==> config.mk <==
export PLATFORM = sky130hd
export DESIGN_NAME = lcd_shadow_write_filter_flat
export DESIGN_NICKNAME = d
export VERILOG_FILES = /design/src/rtl/lsw_pkg.sv /design/src/rtl/lsw_if.sv /design/src/rtl/lsw_regs.sv /design/src/rtl/lsw_dp.sv /design/src/rtl/lsw_ctrl.sv /design/src/rtl/lcd_shadow_write_filter.sv /design/src/flat_wrapper.sv
export SDC_FILE = /design/constraint.sdc
export NUM_CORES = 1
export LEC_CHECK = 0
export BUFFER_PORTS_ARGS = -buffer_cell sky130_fd_sc_hd__buf_4
export CORE_MARGIN = 5
export CORE_UTILIZATION = 40
export CTS_CLUSTER_DIAMETER = 200
export CTS_CLUSTER_SIZE = 24
export DETAILED_ROUTE_END_ITERATION = 10
export MAX_ROUTING_LAYER = met4
export PLACE_DENSITY = 0.53
export SLEW_MARGIN = 20
export SYNTH_ARGS = -nofsm -noshare
export SYNTH_HDL_FRONTEND = slang
export SYNTH_HIERARCHICAL = 1
export SYNTH_SLANG_ARGS = --single-unit
==> constraint.sdc <==
create_clock -name i_clk -period 11.2 [get_ports i_clk]
set_clock_uncertainty 0.1 [all_clocks]
set_input_delay 2.24 -clock i_clk [delete_from_list [all_inputs] [get_ports i_clk]]
set_output_delay 2.24 -clock i_clk [all_outputs]
set_load 0.1 [all_outputs]
==> src/rtl/lsw_pkg.sv <==
`timescale 1ns / 1ps

package lsw_pkg;

    // screen geometry
    localparam int MAX_COLS = 20;
    localparam int MAX_ROWS = 4;
    localparam int CELLS    = MAX_COLS * MAX_ROWS;
    localparam int IDX_W    = $clog2(CELLS);

    // field widths
    localparam int KIND_W = 2;
    localparam int CHAR_W = 8;
    localparam int COL_W  = 5;
    localparam int ROW_W  = 2;
    localparam int NCOL_W = 5;
    localparam int NROW_W = 3;

    // configuration port
    localparam int ADDR_W = 3;
    localparam int DATA_W = 32;

    localparam logic [CHAR_W-1:0] SPACE_CODE = 8'h20;
    localparam logic [NCOL_W-1:0] COLS_RESET = 5'd16;
    localparam logic [NROW_W-1:0] ROWS_RESET = 3'd2;

    // register index, taken from paddr[2]
    typedef enum logic {
        REG_NUM_COLS = 1'b0,
        REG_NUM_ROWS = 1'b1
    } t_reg;

    typedef enum logic [KIND_W-1:0] {
        KIND_WRITE  = 2'd0,
        KIND_SETCUR = 2'd1,
        KIND_CLEAR  = 2'd2,
        KIND_HOME   = 2'd3
    } t_kind;

    typedef enum logic [1:0] {
        CMD_SETCUR = 2'd0,
        CMD_DATA   = 2'd1,
        CMD_CLEAR  = 2'd2,
        CMD_HOME   = 2'd3
    } t_cmd;

    typedef enum logic [2:0] {
        S_INIT,
        S_IDLE,
        S_CMP,
        S_DATA,
        S_CLEAR,
        S_ONE
    } t_state;

    // what the datapath loads into the result register
    typedef enum logic [1:0] {
        EM_NONE,
        EM_CURSOR,
        EM_DATA,
        EM_PASS
    } t_emit;

    // effective screen size
    typedef struct packed {
        logic [NCOL_W-1:0] cols;
        logic [NROW_W-1:0] rows;
    } t_cfg;

    typedef struct packed {
        logic  take;
        logic  sweep;
        logic  commit;
        t_emit emit;
    } t_dp_cmd;

    typedef struct packed {
        logic match;
        logic stale;
        logic slot_free;
        logic sweep_done;
    } t_dp_stat;

endpackage

==> src/rtl/lsw_if.sv <==
`timescale 1ns / 1ps

interface lsw_req_if;
    logic                         valid;
    logic                         ready;
    logic [lsw_pkg::KIND_W-1:0]   kind;
    logic [lsw_pkg::CHAR_W-1:0]   char_code;
    logic [lsw_pkg::COL_W-1:0]    col;
    logic [lsw_pkg::ROW_W-1:0]    row;

    modport source (output valid, kind, char_code, col, row, input ready);
    modport sink   (input valid, kind, char_code, col, row, output ready);
endinterface

interface lsw_res_if;
    logic                         valid;
    logic                         ready;
    logic [1:0]                   command;
    logic [lsw_pkg::COL_W-1:0]    out_col;
    logic [lsw_pkg::ROW_W-1:0]    out_row;
    logic [lsw_pkg::CHAR_W-1:0]   out_char;
    logic                         last;

    modport source (output valid, command, out_col, out_row, out_char, last, input ready);
    modport sink   (input valid, command, out_col, out_row, out_char, last, output ready);
endinterface

==> src/rtl/lsw_regs.sv <==
`timescale 1ns / 1ps

module lsw_regs (
    input  logic                         i_clk,
    input  logic                         i_rst_n,
    input  logic                         psel,
    input  logic                         penable,
    input  logic                         pwrite,
    input  logic [lsw_pkg::ADDR_W-1:0]   paddr,
    input  logic [lsw_pkg::DATA_W-1:0]   pwdata,
    output logic [lsw_pkg::DATA_W-1:0]   prdata,
    output logic                         pready,
    output lsw_pkg::t_cfg                o_cfg
);

    logic [lsw_pkg::NCOL_W-1:0] r_num_cols;
    logic [lsw_pkg::NROW_W-1:0] r_num_rows;
    logic                       wr_en;
    lsw_pkg::t_reg              sel;

    assign pready = 1'b1;
    assign wr_en  = psel & penable & pwrite;
    assign sel    = lsw_pkg::t_reg'(paddr[2]);

    always_ff @(posedge i_clk) begin
        if (!i_rst_n) begin
            r_num_cols <= lsw_pkg::COLS_RESET;
            r_num_rows <= lsw_pkg::ROWS_RESET;
        end else if (wr_en) begin
            unique case (sel)
                lsw_pkg::REG_NUM_COLS: r_num_cols <= pwdata[lsw_pkg::NCOL_W-1:0];
                lsw_pkg::REG_NUM_ROWS: r_num_rows <= pwdata[lsw_pkg::NROW_W-1:0];
            endcase
        end
    end

    always_comb begin
        unique case (sel)
            lsw_pkg::REG_NUM_COLS: prdata = lsw_pkg::DATA_W'(r_num_cols);
            lsw_pkg::REG_NUM_ROWS: prdata = lsw_pkg::DATA_W'(r_num_rows);
        endcase
    end

    // saturate to 1..max
    always_comb begin
        if (r_num_cols == '0)
            o_cfg.cols = lsw_pkg::NCOL_W'(1);
        else if (r_num_cols > lsw_pkg::NCOL_W'(lsw_pkg::MAX_COLS))
            o_cfg.cols = lsw_pkg::NCOL_W'(lsw_pkg::MAX_COLS);
        else
            o_cfg.cols = r_num_cols;

        if (r_num_rows == '0)
            o_cfg.rows = lsw_pkg::NROW_W'(1);
        else if (r_num_rows > lsw_pkg::NROW_W'(lsw_pkg::MAX_ROWS))
            o_cfg.rows = lsw_pkg::NROW_W'(lsw_pkg::MAX_ROWS);
        else
            o_cfg.rows = r_num_rows;
    end

endmodule

==> src/rtl/lsw_dp.sv <==
`timescale 1ns / 1ps

module lsw_dp (
    input  logic                        i_clk,
    input  logic                        i_rst_n,
    input  lsw_pkg::t_dp_cmd            i_cmd,
    output lsw_pkg::t_dp_stat           o_stat,
    input  lsw_pkg::t_cfg               i_cfg,
    input  lsw_pkg::t_kind              i_kind,
    input  logic [lsw_pkg::CHAR_W-1:0]  i_char,
    input  logic [lsw_pkg::COL_W-1:0]   i_col,
    input  logic [lsw_pkg::ROW_W-1:0]   i_row,
    input  logic                        i_out_ready,
    output logic                        o_out_valid,
    output logic [1:0]                  o_command,
    output logic [lsw_pkg::COL_W-1:0]   o_out_col,
    output logic [lsw_pkg::ROW_W-1:0]   o_out_row,
    output logic [lsw_pkg::CHAR_W-1:0]  o_out_char,
    output logic                        o_last
);

    // shadow screen
    logic [lsw_pkg::CHAR_W-1:0] r_mem [lsw_pkg::CELLS];
    logic [lsw_pkg::CHAR_W-1:0] r_rd_data;

    // latched request
    lsw_pkg::t_kind             r_kind;
    logic [lsw_pkg::CHAR_W-1:0] r_char;
    logic [lsw_pkg::COL_W-1:0]  r_in_col;
    logic [lsw_pkg::ROW_W-1:0]  r_in_row;

    // cursor
    logic [lsw_pkg::COL_W-1:0]  r_col, n_col;
    logic [lsw_pkg::ROW_W-1:0]  r_row, n_row;
    logic                       r_stale, n_stale;
    logic [lsw_pkg::IDX_W-1:0]  r_clr_idx;

    // result register
    logic                       r_out_valid;
    lsw_pkg::t_cmd              r_command, n_command;
    logic [lsw_pkg::COL_W-1:0]  r_out_col, n_out_col;
    logic [lsw_pkg::ROW_W-1:0]  r_out_row, n_out_row;
    logic [lsw_pkg::CHAR_W-1:0] r_out_char, n_out_char;
    logic                       r_last, n_last;

    logic [lsw_pkg::COL_W-1:0]  cols_m1;
    logic [lsw_pkg::NROW_W-1:0] rows_m1;
    logic [lsw_pkg::COL_W-1:0]  sat_col, set_col;
    logic [lsw_pkg::ROW_W-1:0]  sat_row, set_row;
    logic                       oob;
    logic [lsw_pkg::IDX_W-1:0]  idx;
    logic [lsw_pkg::COL_W:0]    col_inc;
    logic [lsw_pkg::NROW_W-1:0] row_inc;
    logic                       slot_free;

    assign cols_m1 = i_cfg.cols - lsw_pkg::COL_W'(1);
    assign rows_m1 = i_cfg.rows - lsw_pkg::NROW_W'(1);

    // cursor pulled back into the area in use
    assign sat_col = (r_col > cols_m1) ? cols_m1 : r_col;
    assign sat_row = (lsw_pkg::NROW_W'(r_row) > rows_m1) ? rows_m1[lsw_pkg::ROW_W-1:0] : r_row;
    assign oob     = (r_col > cols_m1) || (lsw_pkg::NROW_W'(r_row) > rows_m1);
    assign set_col = (r_in_col > cols_m1) ? cols_m1 : r_in_col;
    assign set_row = (lsw_pkg::NROW_W'(r_in_row) > rows_m1) ?
                     rows_m1[lsw_pkg::ROW_W-1:0] : r_in_row;

    // row-major cell address, stays below the cell count by construction
    assign idx = lsw_pkg::IDX_W'(sat_row) * lsw_pkg::IDX_W'(i_cfg.cols)
               + lsw_pkg::IDX_W'(sat_col);

    assign col_inc   = {1'b0, r_col} + (lsw_pkg::COL_W+1)'(1);
    assign row_inc   = lsw_pkg::NROW_W'(r_row) + lsw_pkg::NROW_W'(1);
    assign slot_free = !r_out_valid || i_out_ready;

    assign o_stat.match      = (r_rd_data == r_char);
    assign o_stat.stale      = r_stale;
    assign o_stat.slot_free  = slot_free;
    assign o_stat.sweep_done = (r_clr_idx == lsw_pkg::IDX_W'(lsw_pkg::CELLS - 1));

    // shadow store: one write, one registered read
    always_ff @(posedge i_clk) begin
        if (i_cmd.sweep)
            r_mem[r_clr_idx] <= lsw_pkg::SPACE_CODE;
        else if (i_cmd.commit)
            r_mem[idx] <= r_char;
        if (i_cmd.take)
            r_rd_data <= r_mem[idx];
    end

    always_ff @(posedge i_clk) begin
        if (i_cmd.take) begin
            r_kind   <= i_kind;
            r_char   <= i_char;
            r_in_col <= i_col;
            r_in_row <= i_row;
        end
    end

    // cursor next state
    always_comb begin
        n_col   = r_col;
        n_row   = r_row;
        n_stale = r_stale;
        if (i_cmd.take && i_kind == lsw_pkg::KIND_WRITE) begin
            n_col   = sat_col;
            n_row   = sat_row;
            n_stale = r_stale | oob;
        end else if (i_cmd.commit) begin
            n_stale = o_stat.match;
            if (col_inc >= {1'b0, i_cfg.cols}) begin
                n_col   = '0;
                n_row   = (row_inc >= i_cfg.rows) ? '0 : row_inc[lsw_pkg::ROW_W-1:0];
                n_stale = 1'b1;
            end else begin
                n_col = col_inc[lsw_pkg::COL_W-1:0];
            end
        end else if (i_cmd.emit == lsw_pkg::EM_PASS) begin
            n_stale = 1'b0;
            if (r_kind == lsw_pkg::KIND_SETCUR) begin
                n_col = set_col;
                n_row = set_row;
            end else begin
                n_col = '0;
                n_row = '0;
            end
        end
    end

    // result payload
    always_comb begin
        n_command  = r_command;
        n_out_col  = r_out_col;
        n_out_row  = r_out_row;
        n_out_char = r_out_char;
        n_last     = r_last;
        unique case (i_cmd.emit)
            lsw_pkg::EM_NONE: begin
            end
            lsw_pkg::EM_CURSOR: begin
                n_command  = lsw_pkg::CMD_SETCUR;
                n_out_col  = r_col;
                n_out_row  = r_row;
                n_out_char = '0;
                n_last     = 1'b0;
            end
            lsw_pkg::EM_DATA: begin
                n_command  = lsw_pkg::CMD_DATA;
                n_out_col  = '0;
                n_out_row  = '0;
                n_out_char = r_char;
                n_last     = 1'b1;
            end
            lsw_pkg::EM_PASS: begin
                n_out_col  = '0;
                n_out_row  = '0;
                n_out_char = '0;
                n_last     = 1'b1;
                unique case (r_kind)
                    lsw_pkg::KIND_SETCUR: begin
                        n_command = lsw_pkg::CMD_SETCUR;
                        n_out_col = set_col;
                        n_out_row = set_row;
                    end
                    lsw_pkg::KIND_CLEAR: n_command = lsw_pkg::CMD_CLEAR;
                    lsw_pkg::KIND_HOME,
                    lsw_pkg::KIND_WRITE: n_command = lsw_pkg::CMD_HOME;
                endcase
            end
        endcase
    end

    always_ff @(posedge i_clk) begin
        r_command  <= n_command;
        r_out_col  <= n_out_col;
        r_out_row  <= n_out_row;
        r_out_char <= n_out_char;
        r_last     <= n_last;
    end

    always_ff @(posedge i_clk) begin
        if (!i_rst_n) begin
            r_col       <= '0;
            r_row       <= '0;
            r_stale     <= 1'b0;
            r_clr_idx   <= '0;
            r_out_valid <= 1'b0;
        end else begin
            r_col   <= n_col;
            r_row   <= n_row;
            r_stale <= n_stale;
            if (i_cmd.sweep)
                r_clr_idx <= o_stat.sweep_done ? '0 : r_clr_idx + lsw_pkg::IDX_W'(1);
            if (i_cmd.emit != lsw_pkg::EM_NONE)
                r_out_valid <= 1'b1;
            else if (i_out_ready)
                r_out_valid <= 1'b0;
        end
    end

    assign o_out_valid = r_out_valid;
    assign o_command   = r_command;
    assign o_out_col   = r_out_col;
    assign o_out_row   = r_out_row;
    assign o_out_char  = r_out_char;
    assign o_last      = r_last;

endmodule

==> src/rtl/lsw_ctrl.sv <==
`timescale 1ns / 1ps

module lsw_ctrl (
    input  logic               i_clk,
    input  logic               i_rst_n,
    input  logic               i_valid,
    input  lsw_pkg::t_kind     i_kind,
    output logic               o_ready,
    output lsw_pkg::t_dp_cmd   o_cmd,
    input  lsw_pkg::t_dp_stat  i_stat
);

    lsw_pkg::t_state r_state, n_state;

    always_ff @(posedge i_clk) begin
        if (!i_rst_n)
            r_state <= lsw_pkg::S_INIT;
        else
            r_state <= n_state;
    end

    always_comb begin
        n_state      = r_state;
        o_ready      = 1'b0;
        o_cmd.take   = 1'b0;
        o_cmd.sweep  = 1'b0;
        o_cmd.commit = 1'b0;
        o_cmd.emit   = lsw_pkg::EM_NONE;
        unique case (r_state)
            lsw_pkg::S_INIT: begin
                o_cmd.sweep = 1'b1;
                if (i_stat.sweep_done)
                    n_state = lsw_pkg::S_IDLE;
            end
            lsw_pkg::S_IDLE: begin
                o_ready = 1'b1;
                if (i_valid) begin
                    o_cmd.take = 1'b1;
                    unique case (i_kind)
                        lsw_pkg::KIND_WRITE:  n_state = lsw_pkg::S_CMP;
                        lsw_pkg::KIND_CLEAR:  n_state = lsw_pkg::S_CLEAR;
                        lsw_pkg::KIND_SETCUR,
                        lsw_pkg::KIND_HOME:   n_state = lsw_pkg::S_ONE;
                    endcase
                end
            end
            lsw_pkg::S_CMP: begin
                if (i_stat.match) begin
                    o_cmd.commit = 1'b1;
                    n_state      = lsw_pkg::S_IDLE;
                end else if (i_stat.slot_free) begin
                    o_cmd.commit = 1'b1;
                    if (i_stat.stale) begin
                        o_cmd.emit = lsw_pkg::EM_CURSOR;
                        n_state    = lsw_pkg::S_DATA;
                    end else begin
                        o_cmd.emit = lsw_pkg::EM_DATA;
                        n_state    = lsw_pkg::S_IDLE;
                    end
                end
            end
            lsw_pkg::S_DATA: begin
                if (i_stat.slot_free) begin
                    o_cmd.emit = lsw_pkg::EM_DATA;
                    n_state    = lsw_pkg::S_IDLE;
                end
            end
            lsw_pkg::S_CLEAR: begin
                o_cmd.sweep = 1'b1;
                if (i_stat.sweep_done)
                    n_state = lsw_pkg::S_ONE;
            end
            lsw_pkg::S_ONE: begin
                if (i_stat.slot_free) begin
                    o_cmd.emit = lsw_pkg::EM_PASS;
                    n_state    = lsw_pkg::S_IDLE;
                end
            end
            default: n_state = lsw_pkg::S_IDLE;
        endcase
    end

    a_write_to_cmp: assert property (@(posedge i_clk) disable iff (!i_rst_n)
        (r_state == lsw_pkg::S_IDLE && i_valid && i_kind == lsw_pkg::KIND_WRITE)
        |=> (r_state == lsw_pkg::S_CMP))
        else $error("write request did not reach compare");

    a_emit_slot: assert property (@(posedge i_clk) disable iff (!i_rst_n)
        (o_cmd.emit != lsw_pkg::EM_NONE) |-> i_stat.slot_free)
        else $error("result loaded over a waiting result");

    a_cursor_then_data: assert property (@(posedge i_clk) disable iff (!i_rst_n)
        (o_cmd.emit == lsw_pkg::EM_CURSOR) |=> (r_state == lsw_pkg::S_DATA))
        else $error("set cursor not followed by data write");

    a_clear_done: assert property (@(posedge i_clk) disable iff (!i_rst_n)
        (r_state == lsw_pkg::S_CLEAR && i_stat.sweep_done) |=> (r_state == lsw_pkg::S_ONE))
        else $error("clear sweep did not end in clear command");

endmodule

==> src/rtl/lcd_shadow_write_filter.sv <==
`timescale 1ns / 1ps

// shadow-buffer write filter for a character lcd: keeps a copy of every screen
// cell in a small single-port ram, drops character writes that would not change
// the screen and re-sends the cursor position before the next real data write
// whenever the display's own cursor may be out of step (after a dropped write,
// a line wrap or a cursor pulled back into the area in use). set cursor, clear
// and home are passed on; clear also fills the copy with spaces and homes the
// cursor. a set cursor or home request is accepted, then sent on; a character
// write is accepted, then compared against the registered ram read, with a set
// cursor sent first when one is needed; a clear is accepted, then the ram is
// swept one cell a cycle, then the clear command goes out. after reset a
// clearing pass over all 80 cells runs before the first request is taken
// (configuration writes are taken at any time). a new request is taken while
// the last result still waits in the output register; a stalled result only
// holds up the next request that has a result to send

module lcd_shadow_write_filter (
    input  logic                        i_clk,
    input  logic                        i_rst_n,
    lsw_req_if.sink                     i_req,
    lsw_res_if.source                   o_res,
    // configuration: num_cols at 0x0, num_rows at 0x4
    input  logic                        psel,
    input  logic                        penable,
    input  logic                        pwrite,
    input  logic [lsw_pkg::ADDR_W-1:0]  paddr,
    input  logic [lsw_pkg::DATA_W-1:0]  pwdata,
    output logic [lsw_pkg::DATA_W-1:0]  prdata,
    output logic                        pready
);

    lsw_pkg::t_cfg     cfg;
    lsw_pkg::t_dp_cmd  dp_cmd;
    lsw_pkg::t_dp_stat dp_stat;
    lsw_pkg::t_kind    req_kind;

    assign req_kind = lsw_pkg::t_kind'(i_req.kind);

    // register file with size saturation
    lsw_regs u_regs (
        .i_clk   (i_clk),
        .i_rst_n (i_rst_n),
        .psel    (psel),
        .penable (penable),
        .pwrite  (pwrite),
        .paddr   (paddr),
        .pwdata  (pwdata),
        .prdata  (prdata),
        .pready  (pready),
        .o_cfg   (cfg)
    );

    // sequencer: sweeps, compare, result ordering
    lsw_ctrl u_ctrl (
        .i_clk   (i_clk),
        .i_rst_n (i_rst_n),
        .i_valid (i_req.valid),
        .i_kind  (req_kind),
        .o_ready (i_req.ready),
        .o_cmd   (dp_cmd),
        .i_stat  (dp_stat)
    );

    // shadow ram, cursor and result register
    lsw_dp u_dp (
        .i_clk       (i_clk),
        .i_rst_n     (i_rst_n),
        .i_cmd       (dp_cmd),
        .o_stat      (dp_stat),
        .i_cfg       (cfg),
        .i_kind      (req_kind),
        .i_char      (i_req.char_code),
        .i_col       (i_req.col),
        .i_row       (i_req.row),
        .i_out_ready (o_res.ready),
        .o_out_valid (o_res.valid),
        .o_command   (o_res.command),
        .o_out_col   (o_res.out_col),
        .o_out_row   (o_res.out_row),
        .o_out_char  (o_res.out_char),
        .o_last      (o_res.last)
    );

endmodule
==> src/flat_wrapper.sv <==
// flat-port wrapper written by rule: the top's interface ports become plain ports
module lcd_shadow_write_filter_flat 
  (i_clk, i_rst_n, psel, penable, pwrite, paddr, pwdata, prdata, pready, i_req_valid, i_req_kind, i_req_char_code, i_req_col, i_req_row, i_req_ready, o_res_valid, o_res_command, o_res_out_col, o_res_out_row, o_res_out_char, o_res_last, o_res_ready);
  lsw_req_if i_req_i ();
  lsw_res_if o_res_i ();
  input  logic i_clk;
  input  logic i_rst_n;
  input  logic psel;
  input  logic penable;
  input  logic pwrite;
  input  logic [lsw_pkg::ADDR_W-1:0] paddr;
  input  logic [lsw_pkg::DATA_W-1:0] pwdata;
  output logic [lsw_pkg::DATA_W-1:0] prdata;
  output logic pready;
  input wire logic [$bits(i_req_i.valid)-1:0] i_req_valid;
  input wire logic [$bits(i_req_i.kind)-1:0] i_req_kind;
  input wire logic [$bits(i_req_i.char_code)-1:0] i_req_char_code;
  input wire logic [$bits(i_req_i.col)-1:0] i_req_col;
  input wire logic [$bits(i_req_i.row)-1:0] i_req_row;
  output wire logic [$bits(i_req_i.ready)-1:0] i_req_ready;
  output wire logic [$bits(o_res_i.valid)-1:0] o_res_valid;
  output wire logic [$bits(o_res_i.command)-1:0] o_res_command;
  output wire logic [$bits(o_res_i.out_col)-1:0] o_res_out_col;
  output wire logic [$bits(o_res_i.out_row)-1:0] o_res_out_row;
  output wire logic [$bits(o_res_i.out_char)-1:0] o_res_out_char;
  output wire logic [$bits(o_res_i.last)-1:0] o_res_last;
  input wire logic [$bits(o_res_i.ready)-1:0] o_res_ready;
  assign i_req_i.valid = i_req_valid;
  assign i_req_i.kind = i_req_kind;
  assign i_req_i.char_code = i_req_char_code;
  assign i_req_i.col = i_req_col;
  assign i_req_i.row = i_req_row;
  assign i_req_ready = i_req_i.ready;
  assign o_res_valid = o_res_i.valid;
  assign o_res_command = o_res_i.command;
  assign o_res_out_col = o_res_i.out_col;
  assign o_res_out_row = o_res_i.out_row;
  assign o_res_out_char = o_res_i.out_char;
  assign o_res_last = o_res_i.last;
  assign o_res_i.ready = o_res_ready;
  lcd_shadow_write_filter u_core (.i_clk(i_clk), .i_rst_n(i_rst_n), .i_req(i_req_i), .o_res(o_res_i), .psel(psel), .penable(penable), .pwrite(pwrite), .paddr(paddr), .pwdata(pwdata), .prdata(prdata), .pready(pready));
endmodule
Word-level counts from Yosys, hierarchy flattened
Memory sizes are Yosys's and may differ from the RTL's. A register that Yosys moved wholly into a read port is not among the register bits.
Index checks and enable logic that the tools add are counted.
{"block": "totals", "reg_bits": 62, "ramBits": 640, "output_inout_bits": 53, "elab_cells": 147, "memories": 1}
{"name": "u_core.u_dp.r_mem", "words": 80, "width": 8, "rd": 1, "rd_clocked_by_memory_dff": 1, "write_ports": 1, "line_no": "lsw_dp.sv:23", "rtl": "logic [lsw_pkg::CHAR_W-1:0] r_mem [lsw_pkg::CELLS];"}
{"block": "classes", "add_sub_neg": 6, "multipliers": 1, "magnitude_cmp": 8, "eq_ne": 22, "mux": 62, "bitwise": 4, "n_reduce_logical": 26}
{"op": "$pmux W32 S2", "n": 1}
{"op": "$mux W5", "n": 9}
{"op": "$mux W3", "n": 9}
{"op": "$mux W2", "n": 13}
{"op": "$pmux W2 S3", "n": 4}
{"op": "$mux W1", "n": 18}
{"op": "$pmux W8 S2", "n": 1}
{"op": "$pmux W3 S5", "n": 1}
{"op": "$pmux W5 S3", "n": 1}
{"op": "$mux W7", "n": 2}
{"op": "$eq A2 B2 Y1 const B", "n": 6}
{"op": "$reduce_or A2 Y1", "n": 6}
{"op": "$gt A5 B5 Y1", "n": 2}
{"op": "$pmux W3 S3", "n": 1}
{"op": "$eq A8 B8 Y1", "n": 1}
{"op": "$mux W8", "n": 1}
{"op": "$reduce_bool A2 Y1", "n": 4}
{"op": "$reduce_or A8 Y1", "n": 1}
{"op": "$add A7 B1 Y7 const B", "n": 1}
{"op": "$add A7 B5 Y7", "n": 1}
{"op": "$eq A7 B7 Y1 const B", "n": 1}
{"op": "$mul A2 B5 Y7", "n": 1}
{"op": "$add A5 B1 Y6 const B", "n": 1}
{"op": "$eq A2 B1 Y1 const B", "n": 3}
{"op": "28 further kinds", "n": 40}

Depth between registers and ports, before layout
{"block": "logic_depth", "depth_word": 10, "ltp_mapped": 26}

Hierarchy
The synthesis kept the hierarchy.
{"module": "lsw_dp", "instances": 1, "cells_per_inst": 1459, "area_per_inst_um2": 28722.5}
{"module": "lsw_regs", "instances": 1, "cells_per_inst": 82, "area_per_inst_um2": 675.6}
{"module": "lsw_ctrl", "instances": 1, "cells_per_inst": 36, "area_per_inst_um2": 271.5}

Worst setup path after synthesis
OpenSTA, ideal clock, no wires.
{"block": "synth_path", "kind": "reg-to-reg", "startpoint": "register u_core/u_regs/r_num_cols[4] in the netlist's numbering", "endpoint": "memory u_core/u_dp/r_mem[29][0] in the netlist's numbering (enable)", "setup_time_ns": 0.371, "arrival_ns": 5.282, "required_ns": 10.729, "path_slack_ns": 5.448, "path_stages_with_launch": 25, "path_cell_list": "dfxtp_1 nor4_1 a211o_1 inv_1 ha_1 xor2_1 inv_1 ha_1 nor2_1 a31oi_1 a21oi_1 o31a_1 buf_6 nor2_1 a21oi_1 fa_1 inv_1 ha_1 fa_1 xor2_4 buf_6 nand2_1 o22ai_1 nand2_1 nor2_1"}
{"element": "start: declaration", "line_no": "lsw_regs.sv:16", "rtl": "logic [lsw_pkg::NCOL_W-1:0] r_num_cols;"}
{"element": "start signal: assignment", "line_no": "lsw_regs.sv:27", "rtl": "r_num_cols <= lsw_pkg::COLS_RESET;"}
{"element": "start signal: assignment", "line_no": "lsw_regs.sv:31", "rtl": "lsw_pkg::REG_NUM_COLS: r_num_cols <= pwdata[lsw_pkg::NCOL_W-1:0];"}
{"element": "end: declaration", "line_no": "lsw_dp.sv:23"}

==> impl_metrics.tcl <==
set metrics [dict create \
    grt_pass1_wl_um 96690 \
    switching_power_mw 1.019 \
    path_buf_inv 4 \
    synth_top_area_share_pct 69.13 \
    synth.ff_latch_count 710 \
    yosysTopAreaCell "edfxtp_1" \
    ys_top_cells_by_count "683 x edfxtp_1, 168 x mux4_2, 121 x mux2i_1, 114 x nor2_1, 55 x nand2_1" \
    post-cts-setup-buffers 0 \
    cp-end-kind "flip-flop" \
    layout-drive-gt1-share_pct 19.79 \
    drt_iter0_drc 1131 \
    crit_type "reg -> reg" \
    yosys_most_used_dff "edfxtp_1" \
    num-fill-cells 6324 \
    dr.pass1.iters 6 \
    critPathTopFamily "compound AO/OA/AOI/OAI gates" \
    ctsHoldBuffers 0 \
    rows 99 \
    p_int_mw 3.578 \
    async_flop_share_pct 0 \
    cts_tree "done" \
    antenna_cells 0 \
    synth_area_per_cell_um2 18.81 \
    placement.io_buffers 54 \
    rsz0062_at_grt "false" \
    critPathLaunchType "flip-flop" \
    combinationalPowerShare_pct 7.1 \
    fin_nets 1711 \
    dp_hpwl_um 40010 \
    gp_congestion 0.8085 \
    ctsResizeCount 0 \
    fp.coreArea_um2 73210 \
    die_x_um 282.4 \
    vias 14150 \
    grt_pass1_vias 14480 \
    status "complete, no violations" \
    synthTopCellsByArea "edfxtp_1 69%, mux4_2 13%, mux2i_1 4.1%" \
    setup_viol 0 \
    setup-tns-final_ps 0 \
    slew_headroom_pct 27.24 \
    slowest_stage "buf_4" \
    power_density_nw_per_um2 144.0 \
    synthCells 1577 \
    final.period_utilization_pct 67.95 \
    synth_warnings 6 \
    power_mw 4.597 \
    min_path_type "reg -> reg" \
    period_needed_ps 7610 \
    wire_per_inst_um 25.43 \
    synth_seq_area_share_pct 70.95 \
    antenna_found_initial 0 \
    grt_max_degree 114 \
    p_leak_nw 10.07 \
    cts_sinks 710 \
    seqPwrFrac_pct 63.1 \
    initial_utilization_pct 40.53 \
    synth_most_common_cell "edfxtp_1" \
    pwr-share-clk_pct 29.8 \
    cts_buffer_depth 3 \
    die_y_um 282.4 \
    cts_buffers 35 \
    hold_viol 0 \
    worstSkewPairLatency_ps 580 \
    grt_usage_pct 16.79 \
    maxSlewViolCount 0 \
    synth_edf_count 683 \
    clk_pin_slew_worst_paths_ps 110 \
    critPathMaxFanout 41 \
    drc_errors 0 \
    cts_root_buf "clkbuf_16" \
    worstMarginPinSlew_ps 1083 \
    fmax_mhz 131.4 \
    p_sw_share_pct 22.18 \
    routed_wl_um 65620 \
    h-tree-depth 2 \
    critPathRequiredTime_ps 11410 \
    ant_nets 0 \
    slowest_delay_ps 790 \
    syn_area_um2 29670 \
    ir_drop_v 0.00008922 \
    grt_remaining_overflow 0 \
    synthDistinctLibCells 75 \
    pin_count 112 \
    cap_violations 0 \
    dieArea_um2 79720 \
    crit_arrival_ps 7820 \
    area_growth_pct 7.591 \
    viasPerCell 5.481 \
    path_cells "nor4_1 -> a211o_1 -> inv_1 -> ha_1 -> xor2_1 -> inv_1 -> ha_1 -> nor2_1 -> a31oi_1 -> a31oi_1 -> o31a_1 -> mux2i_1 -> fa_1 -> ha_1 -> a21oi_2 -> xnor2_4 -> buf_4 -> buf_4 -> mux2i_1 -> mux2i_1 -> o22ai_1 -> a211oi_2" \
]
[per-layer routing]
metal / share of wire [%] / GRT usage, %
met4: 1.9 / 3.785
met2: 48 / 26.71
met3: 3.8 / 1.733
met1: 46 / 23.84
met5: 0 / -
[per-stage QoR]
step,hold slack (ps),instance area [um2],instances,util (%),setup WS [ps]
finish,388.8,31920,2581,43.61,3590
detailed placement,376.1,30990,2539,42.33,3529
CTS,393.0,31920,2581,43.61,3509
floorplan,347.8,29770,1603,-,5448
global placement,364.2,30990,2539,42.33,3515
global route,425.0,31920,2581,43.61,3052
[worst paths after layout]
path              cells past startpoint  slack (ps)                                startpoint                                       end
hold reg to reg                       2         390  u_core/u_regs/r_num_rows[0]$_SDFFE_PN0P_  u_core/u_regs/r_num_rows[0]$_SDFFE_PN0P_
setup reg to reg                     22        3590  u_core/u_regs/r_num_cols[4]$_SDFFE_PN1P_        u_core/u_dp/r_rd_data[0]$_DFFE_PP_
hold / removal                        2         390  u_core/u_regs/r_num_rows[0]$_SDFFE_PN0P_  u_core/u_regs/r_num_rows[0]$_SDFFE_PN0P_
setup / recovery                     22        3590  u_core/u_regs/r_num_cols[4]$_SDFFE_PN1P_        u_core/u_dp/r_rd_data[0]$_DFFE_PP_
[final cells by class]
class / count / area, um2 / area share [%]
Multi-Input combinational cell: 764 / 8056 / 25.24
Inverter: 33 / 123.9 / 0.3880
Tap cell: 959 / 1200 / 3.759
Clock inverter: 3 / 40.04 / 0.1254
Sequential cell: 710 / 21050 / 65.94
Timing Repair Buffer: 73 / 560.5 / 1.756
Clock buffer: 39 / 890.9 / 2.791
[tightest hold or removal path, delay by kind of cell (launching register included)]
kind / cells / cell delay [ps]
DFF: 1 / 330
muxes: 1 / 60
and+or+nand+nor: 1 / 50
[sequential cells by signal (all words and copies together) (netlist names)]
signal,count
u_core/u_dp/r_row,2
u_core/u_dp/r_stale,1
u_core/u_dp/o_out_row,2
u_core/u_dp/o_out_col,5
u_core/u_ctrl/r_state,3
u_core/u_dp/o_command,2
u_core/u_dp/o_last,1
u_core/u_dp/r_in_row,2
u_core/u_dp/r_kind,2
u_core/u_dp/o_out_char,8
u_core/u_dp/o_out_valid,1
u_core/u_dp/r_char,8
u_core/u_dp/r_in_col,5
u_core/u_dp/r_clr_idx,7
u_core/u_regs/r_num_cols,5
u_core/u_regs/r_num_rows,3
u_core/u_dp/r_mem,640
u_core/u_dp/r_rd_data,8
u_core/u_dp/r_col,5
[power groups by stage]
| stage | Combinational (mW) | Clock, mW | Sequential, mW |
|---|---|---|---|
| after detailed placement | 0.327 | 0 | 2.96 |
| after CTS | 0.328 | 1.43 | 2.90 |
| after global routing | 0.345 | 1.53 | 2.90 |
| final | 0.325 | 1.37 | 2.90 |
| after floorplan | 0.246 | 0 | 2.96 |
| after global placement | 0.327 | 0 | 2.96 |
[kinds of logic (layout without fill, tap and decap cells)]
family	after synthesis	in the layout	synth area share [%]
mux	293	293	16.99
xor+xnor	21	21	0.7591
other cells	2	28	0.02531
simple gates	274	274	4.403
flops	710	710	70.95
compound gates	113	113	2.863
buf+inv	129	148	2.412
fa+ha+maj	35	35	1.603
[cell usage in the layout (no fill, tap or decap), types with 3 or more instances in the layout]
cell type and instances:
inv_1 33, a21oi_1 14, nand2_1 55, ha_1 28
nand2b_1 7, a31oi_1 4, nand3_1 12, buf_4 72
mux2i_1 121, xor2_1 4, o22ai_1 18, a211o_1 4
o21ai_1 3, xnor2_1 13, conb_1 28, o21ai_0 18
a211oi_2 7, and2_2 7, or3_1 3, nor2b_1 28
mux4_2 168, nor2_1 114, dfxtp_1 27, mux2_2 4
clkbuf_16 35, nand4_1 5, edfxtp_1 683, nor3_1 10
clkbuf_1 4, and2_1 12, a211oi_1 6, o211ai_1 4
a21o_1 5, fa_1 5
No activity file was read; power rests on OpenSTA's default activity.
